<file path="config.mk">
export PLATFORM = sky130hd
export DESIGN_NAME = serial_speed_command_parser_top
export DESIGN_NICKNAME = d
export VERILOG_FILES = /design/src/rtl/ssc_pkg.sv /design/src/rtl/ssc_parser.sv /design/src/rtl/ssc_out_reg.sv /design/src/rtl/serial_speed_command_parser_top.sv
export SDC_FILE = /design/constraint.sdc
export NUM_CORES = 1
export LEC_CHECK = 0
export BUFFER_PORTS_ARGS = -buffer_cell sky130_fd_sc_hd__buf_2
export CORE_AREA = 2 2 134 136
export CTS_CLUSTER_DIAMETER = 80
export CTS_CLUSTER_SIZE = 40
export DETAILED_ROUTE_END_ITERATION = 16
export DIE_AREA = 0 0 136 138
export PLACE_DENSITY = 0.57
export SYNTH_ARGS = -nofsm -noshare
export SYNTH_HDL_FRONTEND = slang
export SYNTH_SLANG_ARGS = --single-unit
</file>
<file path="constraint.sdc">
create_clock -name clock -period 3.6 [get_ports clock]
set_input_delay 0.72 -clock clock [delete_from_list [all_inputs] [get_ports clock]]
set_output_delay 0.72 -clock clock [all_outputs]
set_load 0.1 [all_outputs]
</file>
<file path="src/rtl/ssc_pkg.sv">
package ssc_pkg;

   localparam int LineCapacityDefault = 128;

   localparam int DATA_W = 8;
   localparam int VALUE_W = 32;
   localparam int PHASE_W = 3;
   localparam int POS_W = 3;

   // parse phase codes
   localparam logic [PHASE_W-1:0] PH_PREFIX = 3'd0;
   localparam logic [PHASE_W-1:0] PH_BLANKS = 3'd1;
   localparam logic [PHASE_W-1:0] PH_SIGN   = 3'd2;
   localparam logic [PHASE_W-1:0] PH_DIGITS = 3'd3;
   localparam logic [PHASE_W-1:0] PH_DONE   = 3'd4;
   localparam logic [PHASE_W-1:0] PH_REJECT = 3'd5;

   localparam logic [POS_W-1:0] PREFIX_LEN = 3'd7;

   localparam logic [DATA_W-1:0] CHAR_NUL   = 8'd0;
   localparam logic [DATA_W-1:0] CHAR_TAB   = 8'd9;
   localparam logic [DATA_W-1:0] CHAR_LF    = 8'd10;
   localparam logic [DATA_W-1:0] CHAR_VT    = 8'd11;
   localparam logic [DATA_W-1:0] CHAR_FF    = 8'd12;
   localparam logic [DATA_W-1:0] CHAR_CR    = 8'd13;
   localparam logic [DATA_W-1:0] CHAR_SPACE = 8'd32;
   localparam logic [DATA_W-1:0] CHAR_PLUS  = 8'd43;
   localparam logic [DATA_W-1:0] CHAR_MINUS = 8'd45;
   localparam logic [DATA_W-1:0] CHAR_ZERO  = 8'd48;
   localparam logic [DATA_W-1:0] CHAR_NINE  = 8'd57;

   localparam logic [VALUE_W-1:0] MAG_LIMIT = 32'h8000_0000;
   localparam logic [VALUE_W-1:0] POS_MAX   = 32'h7fff_ffff;

   // one parsed command on its way to the output register
   typedef struct packed {
      logic                      valid;
      logic signed [VALUE_W-1:0] value;
      logic                      clamped;
   } ssc_result_type;

   // "@speed%" one character per position
   function automatic logic [DATA_W-1:0] prefix_char(input logic [POS_W-1:0] pos);
      logic [DATA_W-1:0] ch;
      ch = CHAR_NUL;
      case (pos)
         3'd0: ch = 8'h40;
         3'd1: ch = 8'h73;
         3'd2: ch = 8'h70;
         3'd3: ch = 8'h65;
         3'd4: ch = 8'h65;
         3'd5: ch = 8'h64;
         3'd6: ch = 8'h25;
         default: ch = CHAR_NUL;
      endcase
      return ch;
   endfunction

endpackage

</file>
<file path="src/rtl/ssc_parser.sv">
module ssc_parser
   import ssc_pkg::*;
#(
   parameter int LINE_CAPACITY = LineCapacityDefault
) (
   input  logic                clock,
   input  logic                reset,
   input  logic                take,
   input  logic [DATA_W-1:0]   rx_char,
   output ssc_result_type      result
);

   localparam int LEN_W = $clog2(LINE_CAPACITY);
   localparam logic [LEN_W-1:0] LEN_MAX = LEN_W'(LINE_CAPACITY - 1);

   logic [LEN_W-1:0]   len_ff, len_in;
   logic [PHASE_W-1:0] phase_ff, phase_in;
   logic [POS_W-1:0]   pos_ff, pos_in;
   logic [VALUE_W-1:0] mag_ff, mag_in;
   logic               neg_ff, neg_in;
   logic               ovf_ff, ovf_in;

   logic               is_term;
   logic               is_blank;
   logic               is_digit;
   logic [VALUE_W+3:0] mag_x10;
   logic [VALUE_W-1:0] dig_mag;
   logic               dig_ovf;

   assign is_term  = (rx_char == CHAR_CR) || (rx_char == CHAR_LF);
   assign is_blank = (rx_char == CHAR_SPACE) || (rx_char == CHAR_TAB) ||
                     (rx_char == CHAR_VT) || (rx_char == CHAR_FF);
   assign is_digit = (rx_char >= CHAR_ZERO) && (rx_char <= CHAR_NINE);

   // magnitude * 10 + digit, saturating just past the positive range
   assign mag_x10 = ({4'b0, mag_ff} << 3) + ({4'b0, mag_ff} << 1) +
                    {{(VALUE_W){1'b0}}, rx_char[3:0]};
   assign dig_ovf = mag_x10 > {4'b0, MAG_LIMIT};
   assign dig_mag = dig_ovf ? MAG_LIMIT : mag_x10[VALUE_W-1:0];

   always_comb begin
      len_in   = len_ff;
      phase_in = phase_ff;
      pos_in   = pos_ff;
      mag_in   = mag_ff;
      neg_in   = neg_ff;
      ovf_in   = ovf_ff;
      result   = '0;
      if (is_term) begin
         if ((phase_ff == PH_DIGITS) || (phase_ff == PH_DONE)) begin
            result.valid = 1'b1;
            if (neg_ff) begin
               result.clamped = ovf_ff;
               result.value   = ovf_ff ? MAG_LIMIT : (~mag_ff + 32'd1);
            end else begin
               result.clamped = ovf_ff || mag_ff[VALUE_W-1];
               result.value   = result.clamped ? POS_MAX : mag_ff;
            end
         end
         len_in   = '0;
         phase_in = PH_PREFIX;
         pos_in   = '0;
         mag_in   = '0;
         neg_in   = 1'b0;
         ovf_in   = 1'b0;
      end else if (len_ff < LEN_MAX) begin
         len_in = len_ff + 1'b1;
         if (rx_char == CHAR_NUL) begin
            // nul ends the content; a started number stands
            if ((phase_ff == PH_DIGITS) || (phase_ff == PH_DONE)) begin
               phase_in = PH_DONE;
            end else begin
               phase_in = PH_REJECT;
            end
         end else begin
            unique case (phase_ff)
               PH_PREFIX: begin
                  if ((pos_ff < PREFIX_LEN) && (rx_char == prefix_char(pos_ff))) begin
                     pos_in = pos_ff + 1'b1;
                     if (pos_in == PREFIX_LEN) begin
                        phase_in = PH_BLANKS;
                     end
                  end else begin
                     phase_in = PH_REJECT;
                  end
               end
               PH_BLANKS: begin
                  if (is_blank) begin
                     phase_in = PH_BLANKS;
                  end else if (rx_char == CHAR_PLUS) begin
                     phase_in = PH_SIGN;
                  end else if (rx_char == CHAR_MINUS) begin
                     neg_in   = 1'b1;
                     phase_in = PH_SIGN;
                  end else if (is_digit) begin
                     mag_in   = dig_mag;
                     ovf_in   = ovf_ff | dig_ovf;
                     phase_in = PH_DIGITS;
                  end else begin
                     phase_in = PH_REJECT;
                  end
               end
               PH_SIGN: begin
                  if (is_digit) begin
                     mag_in   = dig_mag;
                     ovf_in   = ovf_ff | dig_ovf;
                     phase_in = PH_DIGITS;
                  end else begin
                     phase_in = PH_REJECT;
                  end
               end
               PH_DIGITS: begin
                  if (is_digit) begin
                     mag_in = dig_mag;
                     ovf_in = ovf_ff | dig_ovf;
                  end else begin
                     phase_in = PH_DONE;
                  end
               end
               default: begin
                  phase_in = phase_ff;
               end
            endcase
         end
      end
   end

   always_ff @(posedge clock) begin
      if (reset) begin
         len_ff   <= '0;
         phase_ff <= PH_PREFIX;
         pos_ff   <= '0;
         mag_ff   <= '0;
         neg_ff   <= 1'b0;
         ovf_ff   <= 1'b0;
      end else if (take) begin
         len_ff   <= len_in;
         phase_ff <= phase_in;
         pos_ff   <= pos_in;
         mag_ff   <= mag_in;
         neg_ff   <= neg_in;
         ovf_ff   <= ovf_in;
      end
   end

endmodule

</file>
<file path="src/rtl/ssc_out_reg.sv">
module ssc_out_reg
   import ssc_pkg::*;
(
   input  logic                      clock,
   input  logic                      reset,
   input  logic                      load,
   input  ssc_result_type            result,
   input  logic                      rsp_tready,
   output logic                      rsp_tvalid,
   output logic signed [VALUE_W-1:0] value,
   output logic                      clamped,
   output logic                      room
);

   logic                      valid_ff;
   logic signed [VALUE_W-1:0] value_ff;
   logic                      clamped_ff;

   // a new word may enter when the register is empty or draining now
   assign room       = !valid_ff || rsp_tready;
   assign rsp_tvalid = valid_ff;
   assign value      = value_ff;
   assign clamped    = clamped_ff;

   always_ff @(posedge clock) begin
      if (reset) begin
         valid_ff <= 1'b0;
      end else if (load && result.valid) begin
         valid_ff <= 1'b1;
      end else if (rsp_tready) begin
         valid_ff <= 1'b0;
      end
   end

   always_ff @(posedge clock) begin
      if (load && result.valid) begin
         value_ff   <= result.value;
         clamped_ff <= result.clamped;
      end
   end

endmodule

</file>
<file path="src/rtl/serial_speed_command_parser_top.sv">
// speed command line parser: one received byte per word in, one signed speed word out
// result: registered; the word shows on rsp in the cycle after the line terminator is taken
// throughput: one byte per cycle; a byte waits only while a finished word is held back
// reset: synchronous, active high; clears the line state and drops any pending result
module serial_speed_command_parser_top
   import ssc_pkg::*;
#(
   parameter int LINE_CAPACITY = LineCapacityDefault
) (
   input  logic                      clock,
   input  logic                      reset,
   // byte stream in
   input  logic                      req_tvalid,
   output logic                      req_tready,
   input  logic [DATA_W-1:0]         req_tdata,   // [7:0] rx_char
   // parsed command out
   output logic                      rsp_tvalid,
   input  logic                      rsp_tready,
   output logic signed [VALUE_W-1:0] rsp_tdata,   // [31:0] target speed
   output logic                      rsp_tuser    // [0] value_clamped
);

   ssc_result_type result;
   logic           room;
   logic           take;

   // bytes flow whenever the output register can absorb a word this cycle
   assign req_tready = room;
   assign take       = req_tvalid && room;

   // per-byte parse: prefix match, blanks, sign, decimal accumulate
   ssc_parser #(
      .LINE_CAPACITY (LINE_CAPACITY)
   ) u_parser (
      .clock   (clock),
      .reset   (reset),
      .take    (take),
      .rx_char (req_tdata),
      .result  (result)
   );

   // result register, parts the parser from a stalled consumer
   ssc_out_reg u_out (
      .clock      (clock),
      .reset      (reset),
      .load       (take),
      .result     (result),
      .rsp_tready (rsp_tready),
      .rsp_tvalid (rsp_tvalid),
      .value      (rsp_tdata),
      .clamped    (rsp_tuser),
      .room       (room)
   );

endmodule

</file>
==> results by group <==
Power
  • Peak supply drop: 0.202 mV
  • Seq pwr share: 0.503
  • Clock share of power: 0.452
  • Sw Share: 0.234
  • PD cells: 211 nW/µm²
  • Total chip power: 0.00191 W
  • Internal power: 0.00146 W
  • Switching Power: 0.000446 W
  • Combinational power share: 0.045
  • Lkg Pwr: 4.03 nW

Critical path
  • Worst R2R Setup Slack: 0.09 ns
  • Worst Path Max Fanout: 5
  • Slowest stage cell on the critical path: fa_1
  • Worst Setup End Kind: flip-flop
  • Reg2Reg Capture Point: u_parser.mag_ff[16]$_SDFFE_PP0P_
  • Crit path launch type: primary input
  • Worst EP required: 3.87 ns
  • Reg2reg start: u_parser.mag_ff[15]$_SDFFE_PP0P_
  • Critical path class: in2reg
  • WP data arrival: 3.83 ns
  • Most used cell, CP: a21o_1
  • Cells along the critical path: buf_8 -> inv_4 -> fa_1 -> inv_1 -> ha_1 -> a21o_1 -> and4_1 -> o211ai_1 -> a21o_1 -> a31oi_1 -> a211o_1 -> or3_4 -> clkbuf_16 -> buf_6 -> o21ai_1
  • R2r worst-path depth: 12
  • Max stage delay on crit path: 0.56 ns

STA
  • Pins Over Slew Limit: 0
  • Hold Violations, Final: 0
  • RSZ-0062 raised after global routing: true
  • Worst clock skew: 0.0120 ns
  • Final min period: 3.57 ns
  • Relative max-transition margin: 0.492
  • Actual slew at the worst max-slew pin: 0.755 ns
  • Final setup fails: 0
  • Tcrit/Tclk final: 0.990
  • F_max: 0.280 GHz

Floorplanning
  • Die ar.: 18,800 µm²
  • I/O Pins: 47
  • Die Span Y: 138 µm
  • Core area: 17,500 µm²
  • Initial Util: 0.408
  • Die width: 136 µm
  • FP Rows: 49

Yosys
  • Synthesized area per cell: 7.96 µm²
  • Synth Register Bits: 81
  • Distinct cells, synth: 76
  • Synth top area share: 0.139
  • Post-synth top area cell: edfxtp_1
  • Cell area after synthesis: 7150 µm²
  • Asr flop ratio synth: 0
  • Synth Flop Type: dfxtp_1
  • Ranking of synthesized cells by area: edfxtp_1 14%, dfxtp_1 13%, ha_1 12%
  • Post-synthesis sequential area ratio: 0.273
  • Syn nets: 983
  • Gate Count Post-Synth: 899
  • Yosys warns: 0
  • Number of synthesized flops with an enable pin: 33

Routing
  • Via density per instance: 5.80
  • Post-route ant nets: 0
  • DR WL met2: 9.72 mm
  • Vias: 7,355
  • Drt wl/cell: 16.9 µm
  • Remaining DRCs: 0
  • Met1 WL: 10.7 mm
  • Met3 wire len: 798 µm
  • First drt pass iteration count: 5
  • Total Wirelength: 21.5 mm
  • Detailed router's first-iteration violation count: 580
  • Highest metal used: met4

Clock network
  • TritonCTS Buffers: 9
  • Clk Latency, worst-skew pair: 0.34 ns
  • CTS hold repair buffers: 0
  • Root Buffer: clkbuf_16
  • CTS tree: built
  • CTS Sinks: 81
  • Reg clk slew, reported paths: 0.07 ns
  • CTS Buffer Depth: 2
  • H-tree depth: 3

Place
  • GP Congestion: 0.914
  • Dpl hpwl: 17.0 mm
  • Port Buffers: 46
  • Area after DPL: 8430 µm²
  • Placed insts: 1,249

GRT
  • Largest net degree at the start of global routing: 34
  • Initial antenna violation count: 0
  • Total gr overflow: 0
  • First-pass GRT wire length: 34.6 mm
  • Vias in the first global route: 6,575
  • GRT Total Usage: 0.226

Layout
  • Fillcell total: 1,724
  • Final std cells w/o fill: 1,269
  • Nets@finish: 1,119
  • Layout area overhead: 26.3%
  • Finished Cell Area: 9040 µm²
  • Number of diodes: 0
  • Multi-input gate area: 5150 µm²
  • Share of layout cells above drive strength 1: 0.263
  • Sequential Area: 1950 µm²

Min path
  • Worst hold path type: reg2reg
  • Hold Path Sink: u_parser.len_ff[6]$_SDFFE_PP0P_
  • Worst Hold Depth: 2
  • Hold_sp: u_parser.len_ff[6]$_SDFFE_PP0P_

Run status
  • Status: finished clean

Job
  • Max_cap viols: 0
## layout by cell type (no fill, tap or decap), types with 11 or more instances in the layout
master	netlist	routed
buf_4	0	121
a21oi_1	90	89
nand2_1	86	85
nor2_1	77	76
ha_1	70	67
o21ai_0	70	47
dfxtp_1	48	46
buf_2	4	45
edfxtp_1	33	33
nor3_1	31	29
inv_1	26	24
nand3_1	21	21
nand4_1	19	19
a211oi_1	19	18
a31oi_1	18	18
xnor2_1	16	15
o221a_2	15	15
o21a_1	14	14
nand2b_1	13	13
o21ai_2	0	13
a21o_1	12	12
o21ai_1	2	12
or3_1	13	12
clkbuf_16	0	11
## worst max-delay path: cells and delay by family
family | cells | cell delay [ns]
compound gates | 6 | 1.16
fa+ha+maj | 2 | 0.84
buf+inv | 5 | 0.47
simple gates | 2 | 0.63
## area by class of cell
class / count / share of cell area
inverters: 27 / 0.0115
clock buffers: 9 / 0.0249
repair buffers: 174 / 0.140
well taps: 229 / 0.0317
flip-flops and latches: 81 / 0.216
multi-input cells: 742 / 0.570
clock inverters: 7 / 0.00581
## kinds of logic after synthesis
logic type | synth area share
AO/OA/AOI/OAI | 0.272
AND/OR/NAND/NOR | 0.245
buffers and inverters | 0.0441
multiplexers | 0.00875
XOR/XNOR | 0.0294
flip-flops | 0.273
adder cells (fa/ha/maj) | 0.128
## sequential cells by signal, summed over array words and instances (netlist names)
| signal | flops |
|---|---|
| u_parser.neg_ff | 1 |
| u_parser.len_ff | 7 |
| u_parser.phase_ff | 3 |
| u_parser.ovf_ff | 1 |
| u_out.clamped | 1 |
| u_out.value | 32 |
| u_parser.mag_ff | 32 |
| u_out.rsp_tvalid | 1 |
| u_parser.pos_ff | 3 |
## how the worst max path moves through the flow
| stage | from | to | depth (start not counted) |
|---|---|---|---|
| 2_1_floorplan | req_tdata[3] | u_parser.mag_ff[3]$_SDFFE_PP0P_ | 13 |
| 3_3_place_gp | req_tdata[3] | u_parser.ovf_ff$_SDFFE_PP0P_ | 15 |
| 3_5_place_dp | req_tdata[2] | u_parser.ovf_ff$_SDFFE_PP0P_ | 14 |
| 4_1_cts | u_parser.mag_ff[8]$_SDFFE_PP0P_ | u_parser.ovf_ff$_SDFFE_PP0P_ | 11 |
| 5_1_grt | req_tdata[2] | u_parser.ovf_ff$_SDFFE_PP0P_ | 15 |
| 6_report | req_tdata[3] | u_parser.mag_ff[16]$_SDFFE_PP0P_ | 15 |
## per-stage QoR
| step | setup TNS, ns | setup slack (ns) | hold slack, ns | util |
|---|---|---|---|---|
| 2_1_floorplan | 0 | 0.000757 | 0.458 | - |
| 3_3_place_gp | -7.47 | -0.441 | 0.480 | 0.481 |
| 3_5_place_dp | -8.24 | -0.444 | 0.504 | 0.481 |
| 4_1_cts | 0 | 0.00584 | 0.524 | 0.498 |
| 5_1_grt | -1.08 | -0.124 | 0.549 | 0.515 |
| 6_report | 0 | 0.0348 | 0.508 | 0.515 |
## synthesized netlist by cell type, types with 4 or more instances
| master | count |
|---|---|
| a211oi_1 | 19 |
| a21o_1 | 12 |
| a21oi_1 | 90 |
| a31oi_1 | 18 |
| and2_1 | 9 |
| and3_1 | 8 |
| and4_1 | 4 |
| buf_2 | 4 |
| clkbuf_1 | 40 |
| dfxtp_1 | 48 |
| edfxtp_1 | 33 |
| ha_1 | 70 |
| inv_1 | 26 |
| mux2i_1 | 4 |
| nand2_1 | 86 |
| nand2b_1 | 13 |
| nand3_1 | 21 |
| nand3b_1 | 4 |
| nand4_1 | 19 |
| nor2_1 | 77 |
| nor2b_1 | 5 |
| nor3_1 | 31 |
| nor4_1 | 17 |
| o211a_1 | 4 |
| o211ai_1 | 7 |
| o21a_1 | 14 |
| o21ai_0 | 70 |
| o21bai_1 | 4 |
| o221a_2 | 15 |
| o22ai_1 | 5 |
| o31a_1 | 4 |
| o31ai_1 | 6 |
| or2_2 | 4 |
| or3_1 | 13 |
| or3_4 | 4 |
| or4_1 | 7 |
| xnor2_1 | 16 |
| xor2_1 | 8 |
## repair_timing
item / 4_1_cts / 5_1_grt
buffers inserted: 0 / 1
cloned: 0 / 3
endpoints found under the setup margin: 5 / 30
pin swaps: 1 / 32
resized for setup: 6 / 69
## power by group through the flow
stage	Clock (W)	Combinational [W]	Sequential (W)
detailed placement	0	0.0000829	0.000979
floorplan	0	0.0000558	0.000975
global route	0.000919	0.0000971	0.000959
CTS	0.000874	0.0000835	0.000958
finish	0.000862	0.0000859	0.000958
global placement	0	0.0000819	0.000979
## layer usage
| metal | vias to the layer above | track usage |
|---|---|---|
| met2 | 178 | 0.334 |
| met1 | 3476 | 0.354 |
| met5 | - | 0 |
| met4 | 0 | 0.0537 |
| met3 | 18 | 0.0180 |
| li1 | 3683 | - |
Note: power is estimated with default switching activity, not from simulation.
